<file path="src/png_pcp_pkg.sv">
// Shared types and constants for the PNG palette chunk parser.
// No dependencies; imported by every module under src.
package png_pcp_pkg;

	typedef enum logic [2:0] {
		PH_SIG  = 3'd0,
		PH_LEN  = 3'd1,
		PH_TYPE = 3'd2,
		PH_DATA = 3'd3,
		PH_CRC  = 3'd4,
		PH_DONE = 3'd5
	} phase_t;

	typedef enum logic [3:0] {
		ST_OK          = 4'd0,
		ST_BAD_SIG     = 4'd1,
		ST_TRUNCATED   = 4'd2,
		ST_BAD_HDR_LEN = 4'd3,
		ST_BAD_PAL_LEN = 4'd4,
		ST_NO_HEADER   = 4'd5,
		ST_NO_PALETTE  = 4'd6,
		ST_NOT_8BIT    = 4'd7,
		ST_NOT_INDEXED = 4'd8
	} status_t;

	localparam logic RK_ENTRY  = 1'b0;
	localparam logic RK_STATUS = 1'b1;

	localparam logic [31:0] TYPE_IHDR = 32'h4948_4452;
	localparam logic [31:0] TYPE_PLTE = 32'h504C_5445;
	localparam logic [31:0] TYPE_IEND = 32'h4945_4E44;

	localparam logic [31:0] IHDR_LEN       = 32'd13;
	localparam logic [7:0]  DEPTH_8BIT     = 8'd8;
	localparam logic [7:0]  CTYPE_INDEXED  = 8'd3;

	typedef struct packed {
		logic        kind;
		logic [7:0]  entry_index;
		logic [23:0] rgb_color;
		status_t     status;
		logic [31:0] image_width;
		logic [31:0] image_height;
		logic [8:0]  entry_count;
	} result_t;

	// PNG file signature, one byte per position
	function automatic logic [7:0] sig_byte(input logic [2:0] pos);
		logic [7:0] b;
		case (pos)
			3'd0: b = 8'd137;
			3'd1: b = 8'd80;
			3'd2: b = 8'd78;
			3'd3: b = 8'd71;
			3'd4: b = 8'd13;
			3'd5: b = 8'd10;
			3'd6: b = 8'd26;
			3'd7: b = 8'd10;
			default: b = 8'd0;
		endcase
		return b;
	endfunction

endpackage

</file>
<file path="src/png_pcp_parser.sv">
// Byte-wise chunk walker: state registers and the per-byte update logic.
// Depends on png_pcp_pkg; drives one candidate result per accepted byte.
module png_pcp_parser
	import png_pcp_pkg::*;
#(
	parameter int PALETTE_ENTRIES = 256
) (
	input  logic    clk,
	input  logic    arst_n,
	input  logic    step,
	input  logic [7:0] data_byte,
	input  logic    last,
	output logic    res_valid,
	output result_t res
);

	localparam logic [31:0] PAL_MAX_LEN = 32'(3 * PALETTE_ENTRIES);

	phase_t      phase_q, phase_d;
	logic [31:0] cnt_q, cnt_d, cnt_inc;
	logic [31:0] len_q, len_d;
	logic [31:0] type_q, type_d, type_new;
	logic [31:0] width_q, width_d;
	logic [31:0] height_q, height_d;
	logic [7:0]  depth_q, depth_d;
	logic [7:0]  ctype_q, ctype_d;
	logic        hdr_seen_q, hdr_seen_d;
	logic        pal_seen_q, pal_seen_d;
	logic [8:0]  pal_cnt_q, pal_cnt_d;
	logic [23:0] acc_q, acc_d;
	logic [1:0]  len_mod3_q, len_mod3_d;
	logic [1:0]  col_mod3_q, col_mod3_d;

	logic        fin, entry;
	status_t     st;
	logic [1:0]  len_base;

	// (base + byte) mod 3; 256 = 1 mod 3 so the running length residue just adds
	function automatic logic [1:0] mod3_add(input logic [1:0] base, input logic [7:0] b);
		logic [3:0] s;
		logic [2:0] t;
		s = {2'b00, b[1:0]} + {2'b00, b[3:2]} + {2'b00, b[5:4]} + {2'b00, b[7:6]}
			+ {2'b00, base};
		t = {1'b0, s[1:0]} + {1'b0, s[3:2]};
		if (t >= 3'd6) begin
			t = t - 3'd6;
		end else if (t >= 3'd3) begin
			t = t - 3'd3;
		end
		return t[1:0];
	endfunction

	function automatic status_t final_status(input logic hdr, input logic pal,
		input logic [7:0] ctype, input logic [7:0] depth);
		status_t s;
		if (!hdr) begin
			s = ST_NO_HEADER;
		end else if (ctype == CTYPE_INDEXED) begin
			if (!pal) begin
				s = ST_NO_PALETTE;
			end else if (depth != DEPTH_8BIT) begin
				s = ST_NOT_8BIT;
			end else begin
				s = ST_OK;
			end
		end else begin
			s = ST_NOT_INDEXED;
		end
		return s;
	endfunction

	always_comb begin
		phase_d    = phase_q;
		cnt_d      = cnt_q;
		len_d      = len_q;
		type_d     = type_q;
		width_d    = width_q;
		height_d   = height_q;
		depth_d    = depth_q;
		ctype_d    = ctype_q;
		hdr_seen_d = hdr_seen_q;
		pal_seen_d = pal_seen_q;
		pal_cnt_d  = pal_cnt_q;
		acc_d      = acc_q;
		len_mod3_d = len_mod3_q;
		col_mod3_d = col_mod3_q;
		fin        = 1'b0;
		entry      = 1'b0;
		st         = ST_OK;
		cnt_inc    = cnt_q + 32'd1;
		type_new   = {type_q[23:0], data_byte};
		len_base   = (cnt_q[1:0] == 2'd0) ? 2'd0 : len_mod3_q;

		case (phase_q)
			PH_SIG: begin
				if (data_byte != sig_byte(cnt_q[2:0])) begin
					fin = 1'b1;
					st  = ST_BAD_SIG;
				end else begin
					cnt_d = cnt_inc;
					if (cnt_q[2:0] == 3'd7) begin
						phase_d = PH_LEN;
						cnt_d   = '0;
					end
				end
			end
			PH_LEN: begin
				len_d      = {len_q[23:0], data_byte};
				len_mod3_d = mod3_add(len_base, data_byte);
				cnt_d      = cnt_inc;
				if (cnt_q[1:0] == 2'd3) begin
					phase_d = PH_TYPE;
					cnt_d   = '0;
				end
			end
			PH_TYPE: begin
				type_d = type_new;
				cnt_d  = cnt_inc;
				if (cnt_q[1:0] == 2'd3) begin
					cnt_d = '0;
					if (type_new == TYPE_IHDR && len_q != IHDR_LEN) begin
						fin = 1'b1;
						st  = ST_BAD_HDR_LEN;
					end else if (type_new == TYPE_PLTE &&
						(len_mod3_q != 2'd0 || len_q > PAL_MAX_LEN)) begin
						fin = 1'b1;
						st  = ST_BAD_PAL_LEN;
					end else begin
						col_mod3_d = 2'd0;
						if (type_new == TYPE_PLTE) begin
							pal_cnt_d = '0;
							acc_d     = '0;
						end
						if (len_q == 32'd0) begin
							if (type_new == TYPE_PLTE) begin
								pal_seen_d = 1'b1;
							end
							phase_d = PH_CRC;
						end else begin
							phase_d = PH_DATA;
						end
					end
				end
			end
			PH_DATA: begin
				if (type_q == TYPE_IHDR) begin
					if (cnt_q < 32'd4) begin
						width_d = {width_q[23:0], data_byte};
					end else if (cnt_q < 32'd8) begin
						height_d = {height_q[23:0], data_byte};
					end else if (cnt_q == 32'd8) begin
						depth_d = data_byte;
					end else if (cnt_q == 32'd9) begin
						ctype_d = data_byte;
					end
				end else if (type_q == TYPE_PLTE) begin
					acc_d = {acc_q[15:0], data_byte};
					if (col_mod3_q == 2'd2) begin
						entry     = 1'b1;
						pal_cnt_d = pal_cnt_q + 9'd1;
					end
				end
				col_mod3_d = (col_mod3_q == 2'd2) ? 2'd0 : col_mod3_q + 2'd1;
				cnt_d      = cnt_inc;
				if (cnt_inc >= len_q) begin
					if (type_q == TYPE_IHDR) begin
						hdr_seen_d = 1'b1;
					end
					if (type_q == TYPE_PLTE) begin
						pal_seen_d = 1'b1;
					end
					phase_d = PH_CRC;
					cnt_d   = '0;
				end
			end
			PH_CRC: begin
				cnt_d = cnt_inc;
				if (cnt_q[1:0] == 2'd3) begin
					cnt_d = '0;
					if (type_q != TYPE_IHDR &&
						((pal_seen_q && hdr_seen_q) || type_q == TYPE_IEND)) begin
						fin = 1'b1;
						st  = final_status(hdr_seen_q, pal_seen_q, ctype_q, depth_q);
					end else begin
						phase_d = PH_LEN;
					end
				end
			end
			PH_DONE: begin
			end
			default: begin
				phase_d = PH_DONE;
			end
		endcase

		// end of file before parsing stopped
		if (phase_q != PH_DONE && !fin && last) begin
			fin = 1'b1;
			st  = (phase_d == PH_SIG) ? ST_BAD_SIG : ST_TRUNCATED;
		end
		if (fin) begin
			phase_d = PH_DONE;
		end

		res = '0;
		if (fin) begin
			res.kind         = RK_STATUS;
			res.status       = st;
			res.image_width  = width_d;
			res.image_height = height_d;
			res.entry_count  = pal_cnt_d;
		end else if (entry) begin
			res.kind        = RK_ENTRY;
			res.entry_index = pal_cnt_q[7:0];
			res.rgb_color   = acc_d;
		end
		res_valid = (fin || entry) && phase_q != PH_DONE;
	end

	always_ff @(posedge clk or negedge arst_n) begin
		if (!arst_n) begin
			phase_q    <= PH_SIG;
			cnt_q      <= '0;
			len_q      <= '0;
			type_q     <= '0;
			width_q    <= '0;
			height_q   <= '0;
			depth_q    <= '0;
			ctype_q    <= '0;
			hdr_seen_q <= 1'b0;
			pal_seen_q <= 1'b0;
			pal_cnt_q  <= '0;
			acc_q      <= '0;
			len_mod3_q <= '0;
			col_mod3_q <= '0;
		end else if (step) begin
			phase_q    <= phase_d;
			cnt_q      <= cnt_d;
			len_q      <= len_d;
			type_q     <= type_d;
			width_q    <= width_d;
			height_q   <= height_d;
			depth_q    <= depth_d;
			ctype_q    <= ctype_d;
			hdr_seen_q <= hdr_seen_d;
			pal_seen_q <= pal_seen_d;
			pal_cnt_q  <= pal_cnt_d;
			acc_q      <= acc_d;
			len_mod3_q <= len_mod3_d;
			col_mod3_q <= col_mod3_d;
		end
	end

	// once finished, the walker never leaves the done phase
	a_done_sticky: assert property (@(posedge clk) disable iff (!arst_n)
		phase_q == PH_DONE |=> phase_q == PH_DONE)
		else $error("parser left done phase");

	// a status report always closes the file
	a_status_ends: assert property (@(posedge clk) disable iff (!arst_n)
		step && res_valid && res.kind == RK_STATUS |=> phase_q == PH_DONE)
		else $error("status report without stopping");

	// signature position never passes the eighth byte
	a_sig_pos: assert property (@(posedge clk) disable iff (!arst_n)
		phase_q == PH_SIG |-> cnt_q < 32'd8)
		else $error("signature counter overran");

endmodule

</file>
<file path="src/png_pcp_out_buf.sv">
// Two-deep result buffer: output register plus skid register.
// Depends on png_pcp_pkg for result_t.
module png_pcp_out_buf
	import png_pcp_pkg::*;
(
	input  logic    clk,
	input  logic    arst_n,
	input  logic    push,
	input  result_t push_data,
	output logic    space,
	output logic    out_valid,
	input  logic    out_ready,
	output result_t out_data
);

	logic    out_v_q, skid_v_q;
	result_t out_q, skid_q;
	logic    load_out;

	assign load_out  = !out_v_q || out_ready;
	assign space     = !skid_v_q;
	assign out_valid = out_v_q;
	assign out_data  = out_q;

	always_ff @(posedge clk or negedge arst_n) begin
		if (!arst_n) begin
			out_v_q  <= 1'b0;
			skid_v_q <= 1'b0;
		end else if (load_out) begin
			if (skid_v_q) begin
				out_v_q  <= 1'b1;
				skid_v_q <= push;
			end else begin
				out_v_q  <= push;
			end
		end else if (push) begin
			skid_v_q <= 1'b1;
		end
	end

	always_ff @(posedge clk) begin
		if (load_out) begin
			if (skid_v_q) begin
				out_q <= skid_q;
				if (push) begin
					skid_q <= push_data;
				end
			end else if (push) begin
				out_q <= push_data;
			end
		end else if (push) begin
			skid_q <= push_data;
		end
	end

	a_skid_behind_out: assert property (@(posedge clk) disable iff (!arst_n)
		skid_v_q |-> out_v_q)
		else $error("skid holds data while output empty");

	a_no_overflow: assert property (@(posedge clk) disable iff (!arst_n)
		push |-> !skid_v_q)
		else $error("result pushed into full buffer");

	a_drop_on_take: assert property (@(posedge clk) disable iff (!arst_n)
		$fell(out_v_q) |-> $past(out_ready))
		else $error("result lost without transfer");

endmodule

</file>
<file path="src/png_palette_chunk_parser_unit.sv">
// Top level of the PNG palette chunk parser: stream ports, walker, result buffer.
// Depends on png_pcp_pkg, png_pcp_parser and png_pcp_out_buf.
//
//  port group  dir  tdata (low bit up)                               tuser / tlast
//  s_*         in   data_byte[7:0]                                   tlast = last
//  m_*         out  entry_index, rgb_color, status, image_width,     tuser = result_kind
//                   image_height, entry_count, 3 zero bits
//
// One byte per cycle while s_tready is high: every transfer on s_* updates the walker
// state in the same cycle and, if it yields a palette entry or the final status, loads the
// result register, or the skid register while m_tready holds back a waiting result.
// s_tready drops only when both result register and skid register are full,
// i.e. after m_tready has been low with two results waiting.
// arst_n clears all control state; the walker restarts at the signature.
// After the status report, further input bytes are accepted and ignored.
module png_palette_chunk_parser_unit
	import png_pcp_pkg::*;
#(
	parameter int PALETTE_ENTRIES = 256
) (
	input  logic         clk,
	input  logic         arst_n,
	input  logic         s_tvalid,
	output logic         s_tready,
	input  logic [7:0]   s_tdata,   // data_byte[7:0]
	input  logic         s_tlast,
	output logic         m_tvalid,
	input  logic         m_tready,
	// entry_index[7:0], rgb_color[31:8], status[35:32], image_width[67:36],
	// image_height[99:68], entry_count[108:100], zero[111:109]
	output logic [111:0] m_tdata,
	output logic         m_tuser    // result_kind
);

	logic    step;
	logic    res_valid;
	result_t res;
	logic    buf_space;
	result_t out_res;

	// a byte can be taken whenever the buffer can take one more result
	assign s_tready = buf_space;
	assign step     = s_tvalid && s_tready;

	png_pcp_parser #(
		.PALETTE_ENTRIES(PALETTE_ENTRIES)
	) u_parser (
		.clk       (clk),
		.arst_n    (arst_n),
		.step      (step),
		.data_byte (s_tdata),
		.last      (s_tlast),
		.res_valid (res_valid),
		.res       (res)
	);

	png_pcp_out_buf u_out_buf (
		.clk       (clk),
		.arst_n    (arst_n),
		.push      (step && res_valid),
		.push_data (res),
		.space     (buf_space),
		.out_valid (m_tvalid),
		.out_ready (m_tready),
		.out_data  (out_res)
	);

	assign m_tuser = out_res.kind;
	assign m_tdata = {3'b000, out_res.entry_count, out_res.image_height,
		out_res.image_width, out_res.status, out_res.rgb_color, out_res.entry_index};

endmodule
</file>
<file path="config.mk">
export PLATFORM = sky130hd
export DESIGN_NAME = png_palette_chunk_parser_unit
export DESIGN_NICKNAME = d
export VERILOG_FILES = /design/src/png_pcp_pkg.sv /design/src/png_pcp_parser.sv /design/src/png_pcp_out_buf.sv /design/src/png_palette_chunk_parser_unit.sv
export SDC_FILE = /design/constraint.sdc
export NUM_CORES = 1
export LEC_CHECK = 0
export ABC_AREA = 1
export BUFFER_PORTS_ARGS = -buffer_cell sky130_fd_sc_hd__buf_2
export CORE_UTILIZATION = 50
export CTS_CLUSTER_DIAMETER = 150
export DETAILED_ROUTE_END_ITERATION = 10
export PLACE_DENSITY = 0.7
export SYNTH_ARGS = -nofsm -noshare
export SYNTH_HDL_FRONTEND = slang
export SYNTH_SLANG_ARGS = --single-unit
</file>
<file path="constraint.sdc">
create_clock -name clk -period 7.1 [get_ports clk]
set_input_delay 0.71 -clock clk [delete_from_list [all_inputs] [get_ports clk]]
set_output_delay 0.71 -clock clk [all_outputs]
set_load 0.01 [all_outputs]
</file>
==> reports/results.txt <==
Status: completed
Top FF cell, synth: edfxtp_1
Syn_area_per_cell: 8.576 µm²
Synthesis-to-layout area growth: 11.47%
Crit-path cells: inv_4, nor3_4, nand3_2, nor3_4, nand4_4, nor3_4, nand3_2, xor2_1, inv_1, ha_1, nand2_1, nor2_1, nand2_1, nor2_1, nand2_1, nand3_1, nor2_2, o31ai_4, o22ai_1
Layout cells sized above 1: 10.80%
CP required: 7.49 ns
Longest Clk Path Bufs: 3
Hold Fails Final Rpt: 0
Pwr dens: 303.7 nW/µm²
Worst-Skew Late Latency: 0.59 ns
Worst Skew: 0.02368 ns
Register bit count reported by yosys: 440
Routed wire length: 55.13 mm
Pin count of the biggest net entering global routing: 108
Synth async-reset ratio: 50.00%
FMAX: 209.0 MHz
Worst hold path class: in -> async
Met2 usage: 40.27%
Met1 global-route usage: 34.13%
Worst setup EP type: flop
Vias in the first global route: 16.63k
Routability Congestion: 0.9129
CP bufs+invs: 2
Core ar.: 44,220 µm²
Die width: 213.6 µm
Period utilisation layout: 67.37%
GRT Total Usage: 24.67%
Max-slew headroom: 21.23%
RSZ-0062 raised after global routing: false
Pre-CTS setup slack: 1.932 ns
Multi-input gate area: 8208 µm²
Synth Cell Area: 22,380 µm²
Critical Path AT: 5.17 ns
DRC viols: 0
# fillers: 3,891
Slew @ Worst Pin: 1.180 ns
Type of origin of the critical path: flop
WP depth: 19
Register area share after synthesis: 54.11%
Row count: 77
Die height: 213.6 µm
# setup viols final: 0
Sink Count: 440
CTS Hold Bufs: 0
Dpl hpwl: 36.82 mm
CTS buffer count: 46
Via count: 17.54k
DIE AREA: 45,620 µm²
Worst stage delay on the critical path: 0.97 ns
Reg2reg path depth: 19
Setup TNS: 0 ns
Setup ws final: 2.316 ns
Post-Layout Cell Count: 3,306
Total grt overflow: 0
Clock-pin transition on the worst setup and hold timing paths: 0.06 ns
Antenna Nets Post-Route: 0
Largest cells by area after synthesis: edfxtp_1 30%, dfrtp_1 25%, nand2_1 12%, inv_1 6.5%, o21ai_0 5.5%
Initial Utilization: 50.62%
Yosys warns: 0
Slowest CP cell: o31ai_4
# IOs: 128
Initial antenna violation count: 0
Max Slew Vio Count: 0
First-pass GRT wire length: 88.20 mm
WL/cell: 16.68 µm
Post-CTS Resized: 0
Gr busiest metal: met2
# H-tree levels: 2
Post-layout net count: 2,741
Yosys top cell by area: edfxtp_1
Worst R2R Start: u_parser.cnt_q[2]
Synth top area share: 29.51%
Number of synthesized flops with an enable pin: 220
Post-synthesis cell count: 2,610
Peak VDD IR: 0.0002272 V
Antenna cells: 0
# Post-CTS Setup Buffers: 0
Max-cap viol count: 0
CP Launch Point: u_parser.cnt_q[2]
Root buffer cell: clkbuf_16
Worst Setup Path Type: reg -> reg
Tmin final: 4.784 ns
Static leakage: 0.01170 µW
CTS tree: done
Yosys cell types: 54
Global routing usage on met3: 3.559%
Cell family with most CP delay: simple AND/OR/NAND/NOR gates
Placed cells: 3,220
Number of vias per cell: 5.305
Drt first pass iters: 6
Iteration-0 DRC Markers: 1,513
I/O Buffers: 124
Critical Path Fanout Max: 26
Register cell area after layout: 12,120 µm²
synthesized netlist by cell type, drive strengths merged, types with 3 or more instances:
| cell type | number |
|---|---|
| o211ai | 7 |
| o21ai | 358 |
| nand2 | 727 |
| buf | 49 |
| a22oi | 3 |
| a21oi | 78 |
| a31oi | 4 |
| o22ai | 31 |
| fa | 6 |
| nor4 | 18 |
| o21bai | 3 |
| clkbuf | 69 |
| dfrtp | 220 |
| nor2 | 157 |
| nand3 | 57 |
| inv | 409 |
| xor2 | 30 |
| nor3 | 35 |
| ha | 46 |
| nand4 | 68 |
| edfxtp | 220 |
per-stage QoR:
| stage | instance area [µm²] | hold WS (ns) | utilization, % | power [µW] |
|---|---|---|---|---|
| floorplan | 22390 | 0.4144 | - | 4554 |
| global placement | 23340 | 0.4618 | 52.78 | 4962 |
| detailed placement | 23340 | 0.4660 | 52.78 | 5049 |
| CTS | 24950 | 0.2258 | 56.42 | 7620 |
| global route | 24950 | 0.2515 | 56.42 | 8027 |
| finish | 24950 | 0.2063 | 56.42 | 7579 |
cell type report:
| class | instances | area share, % |
|---|---|---|
| Clock buffer | 59 | 5.180 |
| Clock inverter | 27 | 1.279 |
| Inverter | 410 | 6.193 |
| Multi-Input combinational cell | 1644 | 32.90 |
| Sequential cell | 440 | 48.56 |
| Tap cell | 592 | 2.969 |
| Timing Repair Buffer | 134 | 2.928 |
cells in the final DEF (no fill, tap or decap), drive strengths merged, types with 3 or more instances in the layout:
master / n
nor2: 157
ha: 46
o22ai: 31
conb: 3
clkbuf: 59
edfxtp: 220
a21oi: 78
o211ai: 7
a22oi: 3
clkinvlp: 4
buf: 134
nor4: 18
xor2: 30
o21ai: 358
nand2: 727
fa: 6
o21bai: 3
dfrtp: 220
inv: 411
clkinv: 16
bufinv: 6
nor3: 35
nand3: 57
nand4: 68
a31oi: 4
flip-flops by register name, summed over array words and instances, names as in the netlist, 9 cells and up:
register and count:
u_out_buf.out_data 110, u_out_buf.skid_q 110, u_parser.cnt_q 32, u_parser.height_q 32
u_parser.len_q 32, u_parser.type_q 32, u_parser.width_q 32, u_parser.acc_q 24
u_parser.pal_cnt_q 9
power breakdown:
group          switching (µW)  internal (µW)  leakage (µW)
clock                    1040           1520      0.000789
sequential                257           2990       0.00506
combinational            1190            585       0.00585
total                    2490           5090        0.0117
logic make-up (layout without fill, tap and decap cells):
family / Yosys count / in the layout / synth area share [%]
xor+xnor: 32 / 32 / 1.252
flops: 440 / 440 / 54.11
other cells: 1 / 3 / 0.01675
compound gates: 491 / 491 / 11.87
buf+inv: 528 / 630 / 9.379
simple gates: 1066 / 1066 / 20.27
fa+ha+maj: 52 / 52 / 3.108
per-layer routing:
layer  routed length (µm)  share of wire (%)
met5                    0                  0
met4                 1457                2.6
met3                 2818                5.1
met2                26380                 48
met1                24470                 44
worst paths after layout:
path / slack [ns] / endpoint
setup / recovery: 2.32 / u_parser.cnt_q[20]
hold / removal: 0.21 / u_parser.len_q[29]
setup reg to reg: 2.32 / u_parser.cnt_q[20]
hold reg to reg: 0.48 / u_parser.height_q[24]
max in group asynchronous: 5.21 / u_out_buf.skid_v_q
min in group clk: 0.48 / u_parser.height_q[24]
No activity file was read; power rests on OpenSTA's default activity.
